### config.mk
export PLATFORM = sky130hd
export DESIGN_NAME = terrain_bintree_index_walker
export DESIGN_NICKNAME = d
export VERILOG_FILES = /design/src/rtl/tbw_pkg.sv /design/src/rtl/tbw_stack_mem.sv /design/src/rtl/tbw_leaf.sv /design/src/rtl/terrain_bintree_index_walker.sv
export SDC_FILE = /design/constraint.sdc
export NUM_CORES = 1
export LEC_CHECK = 0
export BUFFER_PORTS_ARGS = -buffer_cell sky130_fd_sc_hd__buf_2
export CAP_MARGIN = 20
export CORE_MARGIN = 2
export CORE_UTILIZATION = 55
export CTS_BUF_LIST = sky130_fd_sc_hd__clkbuf_16
export DETAILED_ROUTE_END_ITERATION = 12
export GPL_TIMING_DRIVEN = 0
export PLACE_DENSITY = 0.72
export REMOVE_ABC_BUFFERS = 1
export SLEW_MARGIN = 10
export SYNTH_ARGS = -nofsm -noshare
export SYNTH_HDL_FRONTEND = slang
export SYNTH_SLANG_ARGS = --single-unit
### constraint.sdc
create_clock -name clk -period 13.19 [get_ports clk]
set_input_delay 1.319 -clock clk [delete_from_list [all_inputs] [get_ports clk]]
set_output_delay 1.319 -clock clk [all_outputs]
set_load 0.05 [all_outputs]
### src/rtl/tbw_pkg.sv
package tbw_pkg;

	localparam int GRID_SPAN_DEF   = 32;
	localparam int SIZE_POWER_DEF  = 5;
	localparam int MAX_LOD_DEF     = 10;
	localparam int STACK_DEPTH_DEF = 12;

	localparam int COORD_W = 8;
	localparam int VTX_W   = 11;
	localparam int ORI_W   = 3;
	localparam int DEP_W   = 4;
	localparam int LOD_W   = 5;
	localparam int ENTRY_W = 24;
	localparam int MAX_TRI = 5;
	localparam int CNT_W   = 3;

	localparam logic [ORI_W-1:0] OR_L  = 3'd0;
	localparam logic [ORI_W-1:0] OR_R  = 3'd1;
	localparam logic [ORI_W-1:0] OR_LT = 3'd2;
	localparam logic [ORI_W-1:0] OR_LB = 3'd3;
	localparam logic [ORI_W-1:0] OR_T  = 3'd4;
	localparam logic [ORI_W-1:0] OR_B  = 3'd5;
	localparam logic [ORI_W-1:0] OR_RB = 3'd6;
	localparam logic [ORI_W-1:0] OR_RT = 3'd7;

	typedef struct packed {
		logic [0:0]         pad;
		logic [DEP_W-1:0]   depth;
		logic [ORI_W-1:0]   ori;
		logic [COORD_W-1:0] y;
		logic [COORD_W-1:0] x;
	} task_t;

	typedef struct packed {
		logic [VTX_W-1:0] x;
		logic [VTX_W-1:0] y;
	} pt_t;

	typedef struct packed {
		pt_t a;
		pt_t b;
		pt_t c;
	} tri_t;

	typedef struct packed {
		logic [CNT_W-1:0] cnt;
		tri_t [MAX_TRI-1:0] tris;
	} leaf_t;

endpackage

### src/rtl/tbw_stack_mem.sv
module tbw_stack_mem #(
	parameter int DEPTH = tbw_pkg::STACK_DEPTH_DEF,
	parameter int AW = $clog2(DEPTH)
) (
	input  logic                        clk,
	input  logic                        we,
	input  logic [AW-1:0]               waddr,
	input  logic [tbw_pkg::ENTRY_W-1:0] wdata,
	input  logic                        re,
	input  logic [AW-1:0]               raddr,
	output logic [tbw_pkg::ENTRY_W-1:0] rdata
);

	logic [tbw_pkg::ENTRY_W-1:0] mem [DEPTH];

	always_ff @(posedge clk) begin
		if (we) begin
			mem[waddr] <= wdata;
		end
		if (re) begin
			rdata <= mem[raddr];
		end
	end

endmodule

### src/rtl/tbw_leaf.sv
module tbw_leaf #(
	parameter int GRID_SPAN = tbw_pkg::GRID_SPAN_DEF
) (
	input  logic [tbw_pkg::COORD_W-1:0] x,
	input  logic [tbw_pkg::COORD_W-1:0] y,
	input  logic [tbw_pkg::ORI_W-1:0]   ori,
	input  logic [tbw_pkg::COORD_W-1:0] inc,
	input  logic [3:0]                  flags,
	output tbw_pkg::leaf_t              leaf
);

	localparam int VW = tbw_pkg::VTX_W;
	localparam logic [VW-1:0] PS = VW'(GRID_SPAN);

	logic [VW-1:0] X, Y, I, H;
	logic xi, xd, yi, yd;

	function automatic tbw_pkg::pt_t p(input logic [VW-1:0] px, input logic [VW-1:0] py);
		tbw_pkg::pt_t r;
		r.x = px;
		r.y = py;
		return r;
	endfunction

	function automatic tbw_pkg::tri_t t3(input tbw_pkg::pt_t a, input tbw_pkg::pt_t b,
			input tbw_pkg::pt_t c);
		tbw_pkg::tri_t r;
		r.a = a;
		r.b = b;
		r.c = c;
		return r;
	endfunction

	always_comb begin
		logic [tbw_pkg::CNT_W-1:0] n;
		X = VW'(x);
		Y = VW'(y);
		I = VW'(inc);
		H = VW'(inc >> 1);
		xi = flags[0];
		xd = flags[1];
		yi = flags[2];
		yd = flags[3];
		n = '0;
		leaf.tris = '0;
		unique case (ori)
			tbw_pkg::OR_L: begin
				if (X + I == PS && xi) begin
					leaf.tris[n] = t3(p(X+I, Y), p(X, Y), p(X+I, Y-I)); n = n + 1'b1;
					leaf.tris[n] = t3(p(X+I, Y), p(X+I, Y+I), p(X, Y)); n = n + 1'b1;
				end
				leaf.tris[n] = t3(p(X, Y), p(X+I, Y-I), p(X+I, Y+I)); n = n + 1'b1;
			end
			tbw_pkg::OR_R: begin
				if (X - I == '0 && xd) begin
					leaf.tris[n] = t3(p(X-I, Y+I), p(X-I, Y), p(X, Y)); n = n + 1'b1;
					leaf.tris[n] = t3(p(X, Y), p(X-I, Y), p(X-I, Y-I)); n = n + 1'b1;
				end
				leaf.tris[n] = t3(p(X, Y), p(X-I, Y+I), p(X-I, Y-I)); n = n + 1'b1;
			end
			tbw_pkg::OR_LT: begin
				leaf.tris[n] = t3(p(X, Y), p(X+I, Y), p(X, Y+I)); n = n + 1'b1;
				if (Y == '0 && yd) begin
					leaf.tris[n] = t3(p(X, Y), p(X+H, Y), p(X+H, Y+H)); n = n + 1'b1;
					leaf.tris[n] = t3(p(X+I, Y), p(X+H, Y+H), p(X+H, Y)); n = n + 1'b1;
				end
				if (X == '0 && xd) begin
					leaf.tris[n] = t3(p(X, Y), p(X+H, Y+H), p(X, Y+H)); n = n + 1'b1;
					leaf.tris[n] = t3(p(X+H, Y+H), p(X, Y+I), p(X, Y+H)); n = n + 1'b1;
				end
			end
			tbw_pkg::OR_LB: begin
				leaf.tris[n] = t3(p(X, Y), p(X, Y-I), p(X+I, Y)); n = n + 1'b1;
				if (X == '0 && xd) begin
					leaf.tris[n] = t3(p(X, Y-H), p(X, Y-I), p(X+H, Y-H)); n = n + 1'b1;
					leaf.tris[n] = t3(p(X, Y), p(X, Y-H), p(X+H, Y-H)); n = n + 1'b1;
				end
				if (Y == PS && yi) begin
					leaf.tris[n] = t3(p(X, Y), p(X+H, Y-H), p(X+H, Y)); n = n + 1'b1;
					leaf.tris[n] = t3(p(X+H, Y), p(X+H, Y-H), p(X+I, Y)); n = n + 1'b1;
				end
			end
			tbw_pkg::OR_T: begin
				if (Y + I == PS && yi) begin
					leaf.tris[n] = t3(p(X, Y+I), p(X-I, Y+I), p(X, Y)); n = n + 1'b1;
					leaf.tris[n] = t3(p(X, Y+I), p(X, Y), p(X+I, Y+I)); n = n + 1'b1;
				end
				leaf.tris[n] = t3(p(X, Y), p(X+I, Y+I), p(X-I, Y+I)); n = n + 1'b1;
			end
			tbw_pkg::OR_B: begin
				if (Y - I == '0 && yd) begin
					leaf.tris[n] = t3(p(X, Y-I), p(X, Y), p(X-I, Y-I)); n = n + 1'b1;
					leaf.tris[n] = t3(p(X, Y-I), p(X+I, Y-I), p(X, Y)); n = n + 1'b1;
				end
				leaf.tris[n] = t3(p(X, Y), p(X-I, Y-I), p(X+I, Y-I)); n = n + 1'b1;
			end
			tbw_pkg::OR_RB: begin
				leaf.tris[n] = t3(p(X, Y), p(X-I, Y), p(X, Y-I)); n = n + 1'b1;
				if (Y == PS && yi) begin
					leaf.tris[n] = t3(p(X, Y), p(X-H, Y), p(X-H, Y-H)); n = n + 1'b1;
					leaf.tris[n] = t3(p(X-I, Y), p(X-H, Y-H), p(X-H, Y)); n = n + 1'b1;
				end
				if (X == PS && xi) begin
					leaf.tris[n] = t3(p(X, Y), p(X-H, Y-H), p(X, Y-H)); n = n + 1'b1;
					leaf.tris[n] = t3(p(X-H, Y-H), p(X, Y-I), p(X, Y-H)); n = n + 1'b1;
				end
			end
			default: begin
				leaf.tris[n] = t3(p(X, Y), p(X, Y+I), p(X-I, Y)); n = n + 1'b1;
				if (Y == '0 && yd) begin
					leaf.tris[n] = t3(p(X, Y), p(X-H, Y+H), p(X-H, Y)); n = n + 1'b1;
					leaf.tris[n] = t3(p(X-I, Y), p(X-H, Y), p(X-H, Y+H)); n = n + 1'b1;
				end
				if (X == PS && xi) begin
					leaf.tris[n] = t3(p(X, Y), p(X, Y+H), p(X-H, Y+H)); n = n + 1'b1;
					leaf.tris[n] = t3(p(X-H, Y+H), p(X, Y+H), p(X, Y+I)); n = n + 1'b1;
				end
			end
		endcase
		leaf.cnt = n;
	end

endmodule

### src/rtl/terrain_bintree_index_walker.sv
// Binary triangle tree index walker for one square terrain patch. A start
// transaction (mode 0) loads the border flags and, when the clamped level
// changes, reseeds the task stack with two root triangles; it always answers
// with one empty result. Each advance transaction (mode 1) walks the task
// stack, held in a synchronous single-port-write memory, until it reaches a
// leaf, then returns that leaf's triangle plus up to four flange triangles;
// on an empty stack it answers with one empty result. One transaction is
// processed at a time. A split task is popped, decided and its second
// child pushed (POP, DECIDE, PUSH2); leaf triangles go out one by one.
module terrain_bintree_index_walker #(
	parameter int GRID_SPAN   = tbw_pkg::GRID_SPAN_DEF,
	parameter int SIZE_POWER  = tbw_pkg::SIZE_POWER_DEF,
	parameter int MAX_LOD     = tbw_pkg::MAX_LOD_DEF,
	parameter int STACK_DEPTH = tbw_pkg::STACK_DEPTH_DEF
) (
	input  logic        clk,
	input  logic        arst_n,
	input  logic        in_valid,
	output logic        in_stall,
	input  logic        mode,
	input  logic [3:0]  lod_request,
	input  logic        edge_x_high,
	input  logic        edge_x_low,
	input  logic        edge_y_high,
	input  logic        edge_y_low,
	output logic        out_valid,
	input  logic        out_stall,
	output logic [10:0] corner_a,
	output logic [10:0] corner_b,
	output logic [10:0] corner_c,
	output logic        has_triangle,
	output logic        leaf_last,
	output logic        all_done
);

	localparam int AW = $clog2(STACK_DEPTH);
	localparam int LW = $clog2(STACK_DEPTH + 1);
	localparam int CW = tbw_pkg::COORD_W;
	localparam int VW = tbw_pkg::VTX_W;
	localparam logic [LW-1:0] DEPTH_L = LW'(STACK_DEPTH);
	localparam logic [VW-1:0] ROW = VW'(GRID_SPAN + 1);

	localparam logic [2:0] S_IDLE   = 3'd0;
	localparam logic [2:0] S_ROOT2  = 3'd1;
	localparam logic [2:0] S_REPLY  = 3'd2;
	localparam logic [2:0] S_POP    = 3'd3;
	localparam logic [2:0] S_DECIDE = 3'd4;
	localparam logic [2:0] S_PUSH2  = 3'd5;
	localparam logic [2:0] S_EMIT   = 3'd6;

	logic [2:0]                  state_q;
	logic [LW-1:0]               level_q;
	logic [tbw_pkg::LOD_W-1:0]   lod_q;
	logic [3:0]                  flags_q;
	tbw_pkg::task_t              child2_q;
	tbw_pkg::leaf_t              leaf_q;
	logic [tbw_pkg::CNT_W-1:0]   k_q;

	logic                        we, re;
	logic [AW-1:0]               waddr, raddr;
	logic [tbw_pkg::ENTRY_W-1:0] wdata, rdata;

	tbw_pkg::task_t              top, c1, c2, root1, root2;
	logic [tbw_pkg::LOD_W-1:0]   lod_clamp;
	logic [3:0]                  lvl;
	logic [CW-1:0]               inc, h;
	logic [tbw_pkg::DEP_W-1:0]   dn;
	tbw_pkg::leaf_t              leaf_c;
	tbw_pkg::tri_t               cur;
	logic                        ld, acc, fire;

	assign in_stall = (state_q != S_IDLE);
	assign acc = in_valid && !in_stall;
	assign ld = !out_valid || !out_stall;
	assign fire = ((state_q == S_REPLY) || (state_q == S_EMIT)) && ld;

	assign top = tbw_pkg::task_t'(rdata);
	assign lod_clamp = ({1'b0, lod_request} > tbw_pkg::LOD_W'(MAX_LOD)) ?
		tbw_pkg::LOD_W'(MAX_LOD) : {1'b0, lod_request};
	assign lvl = 4'(({1'b0, top.depth} + 5'd1) >> 1);
	assign inc = (32'(lvl) <= SIZE_POWER) ? (CW'(1) << (SIZE_POWER - 32'(lvl))) : '0;
	assign h = inc >> 1;
	assign dn = top.depth + 1'b1;

	always_comb begin
		root1 = '0;
		root1.x = CW'(GRID_SPAN);
		root1.y = CW'(GRID_SPAN);
		root1.ori = tbw_pkg::OR_RB;
		root2 = '0;
		root2.ori = tbw_pkg::OR_LT;
		c1 = '0;
		c1.depth = dn;
		c2 = '0;
		c2.depth = dn;
		unique case (top.ori)
			tbw_pkg::OR_L: begin
				c1.x = top.x + inc; c1.y = top.y; c1.ori = tbw_pkg::OR_RT;
				c2.ori = tbw_pkg::OR_RB;
			end
			tbw_pkg::OR_R: begin
				c1.x = top.x - inc; c1.y = top.y; c1.ori = tbw_pkg::OR_LT;
				c2.ori = tbw_pkg::OR_LB;
			end
			tbw_pkg::OR_LT: begin
				c1.x = top.x + h; c1.y = top.y + h; c1.ori = tbw_pkg::OR_B;
				c2.ori = tbw_pkg::OR_R;
			end
			tbw_pkg::OR_LB: begin
				c1.x = top.x + h; c1.y = top.y - h; c1.ori = tbw_pkg::OR_T;
				c2.ori = tbw_pkg::OR_R;
			end
			tbw_pkg::OR_T: begin
				c1.x = top.x; c1.y = top.y + inc; c1.ori = tbw_pkg::OR_LB;
				c2.ori = tbw_pkg::OR_RB;
			end
			tbw_pkg::OR_B: begin
				c1.x = top.x; c1.y = top.y - inc; c1.ori = tbw_pkg::OR_LT;
				c2.ori = tbw_pkg::OR_RT;
			end
			tbw_pkg::OR_RB: begin
				c1.x = top.x - h; c1.y = top.y - h; c1.ori = tbw_pkg::OR_T;
				c2.ori = tbw_pkg::OR_L;
			end
			default: begin
				c1.x = top.x - h; c1.y = top.y + h; c1.ori = tbw_pkg::OR_L;
				c2.ori = tbw_pkg::OR_B;
			end
		endcase
		c2.x = c1.x;
		c2.y = c1.y;
	end

	always_comb begin
		we = 1'b0;
		waddr = level_q[AW-1:0];
		wdata = '0;
		re = 1'b0;
		raddr = AW'(level_q - 1'b1);
		unique case (state_q)
			S_IDLE: begin
				if (acc && !mode && lod_clamp != lod_q) begin
					we = 1'b1;
					waddr = '0;
					wdata = root1;
				end
				re = acc && mode && level_q != '0;
			end
			S_ROOT2: begin
				we = 1'b1;
				waddr = AW'(1);
				wdata = root2;
			end
			S_POP: re = (level_q != '0);
			S_DECIDE: begin
				we = ({1'b0, top.depth} < lod_q) && (level_q < DEPTH_L);
				wdata = c1;
			end
			S_PUSH2: begin
				we = (level_q < DEPTH_L);
				wdata = child2_q;
			end
			default: ;
		endcase
	end

	tbw_stack_mem #(.DEPTH(STACK_DEPTH)) u_stack (
		.clk   (clk),
		.we    (we),
		.waddr (waddr),
		.wdata (wdata),
		.re    (re),
		.raddr (raddr),
		.rdata (rdata)
	);

	tbw_leaf #(.GRID_SPAN(GRID_SPAN)) u_leaf (
		.x     (top.x),
		.y     (top.y),
		.ori   (top.ori),
		.inc   (inc),
		.flags (flags_q),
		.leaf  (leaf_c)
	);

	assign cur = leaf_q.tris[k_q];

	always_ff @(posedge clk or negedge arst_n) begin
		if (!arst_n) begin
			state_q <= S_IDLE;
			level_q <= '0;
			lod_q <= '1;
			flags_q <= '0;
			k_q <= '0;
			out_valid <= 1'b0;
		end else begin
			out_valid <= fire || (out_valid && out_stall);
			unique case (state_q)
				S_IDLE: begin
					if (acc) begin
						if (!mode) begin
							flags_q <= {edge_y_low, edge_y_high, edge_x_low, edge_x_high};
							if (lod_clamp != lod_q) begin
								lod_q <= lod_clamp;
								level_q <= LW'(1);
								state_q <= S_ROOT2;
							end else begin
								state_q <= S_REPLY;
							end
						end else if (level_q == '0) begin
							state_q <= S_REPLY;
						end else begin
							level_q <= level_q - 1'b1;
							state_q <= S_DECIDE;
						end
					end
				end
				S_ROOT2: begin
					level_q <= LW'(2);
					state_q <= S_REPLY;
				end
				S_POP: begin
					if (level_q == '0) begin
						state_q <= S_REPLY;
					end else begin
						level_q <= level_q - 1'b1;
						state_q <= S_DECIDE;
					end
				end
				S_DECIDE: begin
					if ({1'b0, top.depth} < lod_q) begin
						if (level_q < DEPTH_L) begin
							level_q <= level_q + 1'b1;
						end
						child2_q <= c2;
						state_q <= S_PUSH2;
					end else begin
						leaf_q <= leaf_c;
						k_q <= '0;
						state_q <= S_EMIT;
					end
				end
				S_PUSH2: begin
					if (level_q < DEPTH_L) begin
						level_q <= level_q + 1'b1;
					end
					state_q <= S_POP;
				end
				S_REPLY: begin
					if (ld) begin
						state_q <= S_IDLE;
					end
				end
				S_EMIT: begin
					if (ld) begin
						if (k_q == leaf_q.cnt - 1'b1) begin
							state_q <= S_IDLE;
						end else begin
							k_q <= k_q + 1'b1;
						end
					end
				end
				default: state_q <= S_IDLE;
			endcase
		end
	end

	always_ff @(posedge clk) begin
		if (state_q == S_REPLY && ld) begin
			corner_a <= '0;
			corner_b <= '0;
			corner_c <= '0;
			has_triangle <= 1'b0;
			leaf_last <= 1'b1;
			all_done <= (level_q == '0);
		end else if (state_q == S_EMIT && ld) begin
			corner_a <= VW'(cur.a.x * ROW + cur.a.y);
			corner_b <= VW'(cur.b.x * ROW + cur.b.y);
			corner_c <= VW'(cur.c.x * ROW + cur.c.y);
			has_triangle <= 1'b1;
			leaf_last <= (k_q == leaf_q.cnt - 1'b1);
			all_done <= (level_q == '0);
		end
	end

endmodule
==> run summary <==
outcome -> finished, final reports clean
layout cells sized above 1 -> 12.1%
Site Rows -> 95
dpl hpwl -> 95.7 mm
Tot GR Track Use -> 37.9%
Skew-Pair Late Insertion Delay -> 0.65 ns
DRC -> 0
setup bufs post-CTS -> 0
Max-Cap Viols -> 0
I/O pins -> 51
IO Port Bufs -> 50
final period utilization -> 62.8%
CP required -> 13.56 ns
number of buffers created by CTS -> 72
CTS tree -> done
Place WS -> 4.71 ns
area grow syn2layout -> 11.7%
setup ws final -> 4.91 ns
nets@finish -> 3472
design area -> 42000 sq um
gr ovfl total -> 0
unrepaired setup endpoints after global routing -> no
Distinct cells, synth -> 104
Synth Area per Inst -> 11.5 sq um
clock sink count -> 663
Critical Path End Type -> flip-flop
die height -> 265 um
hold slack -> 0.447 ns
largest net degree at the start of global routing -> 72
Placed Area -> 39600 sq um
DR pass1 iterations -> 8
post-CTS sizing -> 0
initial antenna violation count -> 6
DR iter-0 viols -> 3771
Final Hold Viols -> 0
vias in the first global route -> 28389
synthesized area -> 37600 sq um
Worst Clk Skew -> 0.0278 ns
Max Fclk -> 0.121 GHz
die area -> 70400 sq um
setup violators final -> 0
placed insts -> 4061
GPL Wtd Cong -> 1.00
crit path DAT -> 8.65 ns
Final Max Tran Viols -> 0
final core occ -> 62.3%
P_leak -> 15.1 nW
Critical Path Start Type -> flip-flop
crit-path max FO -> 21
sequential-to-total area share from yosys stat -> 51.8%
Slew @ Worst Pin -> 1.34 ns
clock root buffer -> clkbuf_16
Worst slew margin -> 10.5%
Vias/cell -> 6.98
pwr dens -> 270 nW/um^2
CTS Buffer Depth -> 3
non-filler cells, final -> 4196
Clk pin slew, worst setup/hold paths -> 0.06 ns
Routed Antenna Nets -> 0
Initial Util -> 55.8%
Post-synth EDFFs -> 608
Post-Route WL -> 134 mm
Vias -> 29281
crit path time final -> 8.28 ns
Die X -> 265 um
worst vdd ir -> 159 uV
Synth Instances -> 3259
asr flop ratio synth -> 3.02%
core area -> 67400 sq um
ANT cells -> 0
Post-synth top flop -> edfxtp_1
Post-CTS Hold Buffers -> 0
htree depth -> 3
HP Class -> reg -> reg
DR WL/cell -> 32.0 um
Syn. warnings -> 0
Crit Path Category -> reg -> reg
first-pass GRT wire length -> 194 mm
FF+latch count, synth -> 663
==> worst max-delay path: stages (launching register included) <==
cell and delay (ns):
edfxtp_1 0.50, ha_1 0.30, xor2_1 0.52, ha_1 0.26, inv_1 0.05, ha_1 0.28
a211oi_1 0.42, and3_1 0.34, nand3_1 0.49, ha_1 0.83, nor2b_1 0.28, a211oi_1 0.08
a21oi_1 0.74, and3_1 0.35, nand4_1 0.74, o22ai_4 0.95, buf_16 0.25, o21ai_0 0.11
a21oi_1 0.49
==> layout by cell type (no fill, tap or decap), drive strengths merged, types with 25 or more instances in the layout <==
cell type | synthesis | layout
nand2 | 204 | 204
nand2b | 25 | 25
buf | 59 | 121
nor2b | 31 | 31
a22oi | 25 | 25
a211oi | 32 | 32
xor2 | 35 | 35
nor3 | 50 | 50
or3 | 25 | 25
inv | 102 | 118
nand3 | 56 | 56
a221o | 27 | 27
mux2i | 141 | 141
a21oi | 227 | 227
ha | 166 | 166
o221ai | 41 | 41
a22o | 37 | 37
edfxtp | 608 | 608
dfxtp | 35 | 35
clkbuf | 144 | 74
o22ai | 128 | 128
nor2 | 339 | 339
xnor2 | 79 | 79
a21o | 28 | 28
clkinv | 4 | 34
o21ai | 179 | 179
mux4 | 86 | 86
==> path summary, 6_finish.rpt <==
kind / startpoint / endpoint / slack [ns] / depth (start not counted)
setup / recovery: u_stack.rdata[19]$_DFFE_PP_ / leaf_q[193]$_DFFE_PP_ / 4.91 / 18
hold / removal: has_triangle$_SDFFE_PP0P_ / has_triangle$_SDFFE_PP0P_ / 0.45 / 1
setup reg to reg: u_stack.rdata[19]$_DFFE_PP_ / leaf_q[193]$_DFFE_PP_ / 4.91 / 18
hold reg to reg: has_triangle$_SDFFE_PP0P_ / has_triangle$_SDFFE_PP0P_ / 0.45 / 1
max in group asynchronous: arst_n / k_q[2]$_DFFE_PN0P_ / 12.08 / 1
min in group asynchronous: arst_n / level_q[2]$_DFFE_PN0P_ / 0.68 / 1
==> through the flow <==
step | setup TNS [ns] | total power, mW
2_1_floorplan | 0 | 7.11
3_3_place_gp | -45.40 | 8.93
3_5_place_dp | 0 | 9.09
4_1_cts | 0 | 11.1
5_1_grt | 0 | 11.8
6_report | 0 | 11.3
==> synth_stat cells (13+ instances only) <==
library cell / count / area (sq um)
or3_1: 25 / 156
o21bai_1: 17 / 128
inv_1: 97 / 364
a211oi_1: 28 / 210
a22o_1: 37 / 324
dfxtp_1: 35 / 701
o221ai_1: 41 / 359
a21oi_1: 226 / 1130
nor2_1: 338 / 1270
o22ai_1: 126 / 788
mux4_2: 86 / 1940
xnor2_1: 79 / 692
a221o_1: 27 / 270
nand3_1: 55 / 275
and2_1: 17 / 106
edfxtp_1: 608 / 18300
buf_1: 33 / 124
o21ai_0: 174 / 871
and3_1: 19 / 119
o211ai_1: 21 / 158
nand2_1: 204 / 766
a221oi_1: 21 / 184
nand2b_1: 24 / 150
a22oi_1: 25 / 188
a31oi_1: 17 / 106
ha_1: 166 / 2080
nor2b_1: 31 / 194
xor2_1: 35 / 307
mux2i_1: 141 / 1410
or2_2: 13 / 81.3
a21o_1: 28 / 210
clkbuf_1: 142 / 533
buf_2: 19 / 95.1
dfrtp_1: 15 / 375
fa_1: 22 / 440
nand4_1: 13 / 81.3
nor3_1: 49 / 245
==> report_power, final <==
part	internal [mW]	switching (mW)	leakage, nW	total (mW)
Combinational	2.12	4.03	7.80	6.14
Clock	1.16	0.869	1.20	2.03
Sequential	2.87	0.285	6.10	3.15
==> final cells by class <==
class | instances | area (sq um)
inverters | 106 | 398
multi-input cells | 2305 | 17200
fillers | 5308 | 25400
clock buffers | 72 | 1800
clock inverters | 54 | 552
repair buffers | 123 | 1440
flip-flops and latches | 663 | 19500
well taps | 873 | 1090
==> per-layer routing <==
metal / vias to the layer above / GRT usage, % / part of all wire [%]
met1: 14423 / 49.3 / 38
met4: 4 / 20.9 / 6.2
li1: 12524 / - / -
met5: - / 0 / 0.016
met2: 1892 / 59.9 / 46
met3: 438 / 7.70 / 10
==> sequential cells by signal (all words and copies together), names as in the netlist, 3 cells and up <==
| signal | flops |
|---|---|
| state_q | 3 |
| flags_q | 4 |
| u_stack.rdata | 23 |
| level_q | 4 |
| leaf_q | 285 |
| child2_q | 23 |
| k_q | 3 |
| corner_b | 11 |
| corner_c | 11 |
| lod_q | 5 |
| corner_a | 11 |
| u_stack.mem | 276 |
==> kinds of logic (layout without fill, tap and decap cells) <==
| kind of cell | Yosys count | count (layout) | synth area share (%) |
|---|---|---|---|
| flip-flops | 663 | 663 | 51.8 |
| other | 2 | 20 | 0.0200 |
| AND/OR/NAND/NOR | 834 | 834 | 10.2 |
| AO/OA/AOI/OAI | 916 | 916 | 16.3 |
| multiplexers | 233 | 233 | 9.09 |
| buffers and inverters | 309 | 355 | 3.25 |
| XOR/XNOR | 114 | 114 | 2.66 |
| adder cells (fa/ha/maj) | 188 | 188 | 6.70 |
(Power assumes the default switching activity.)
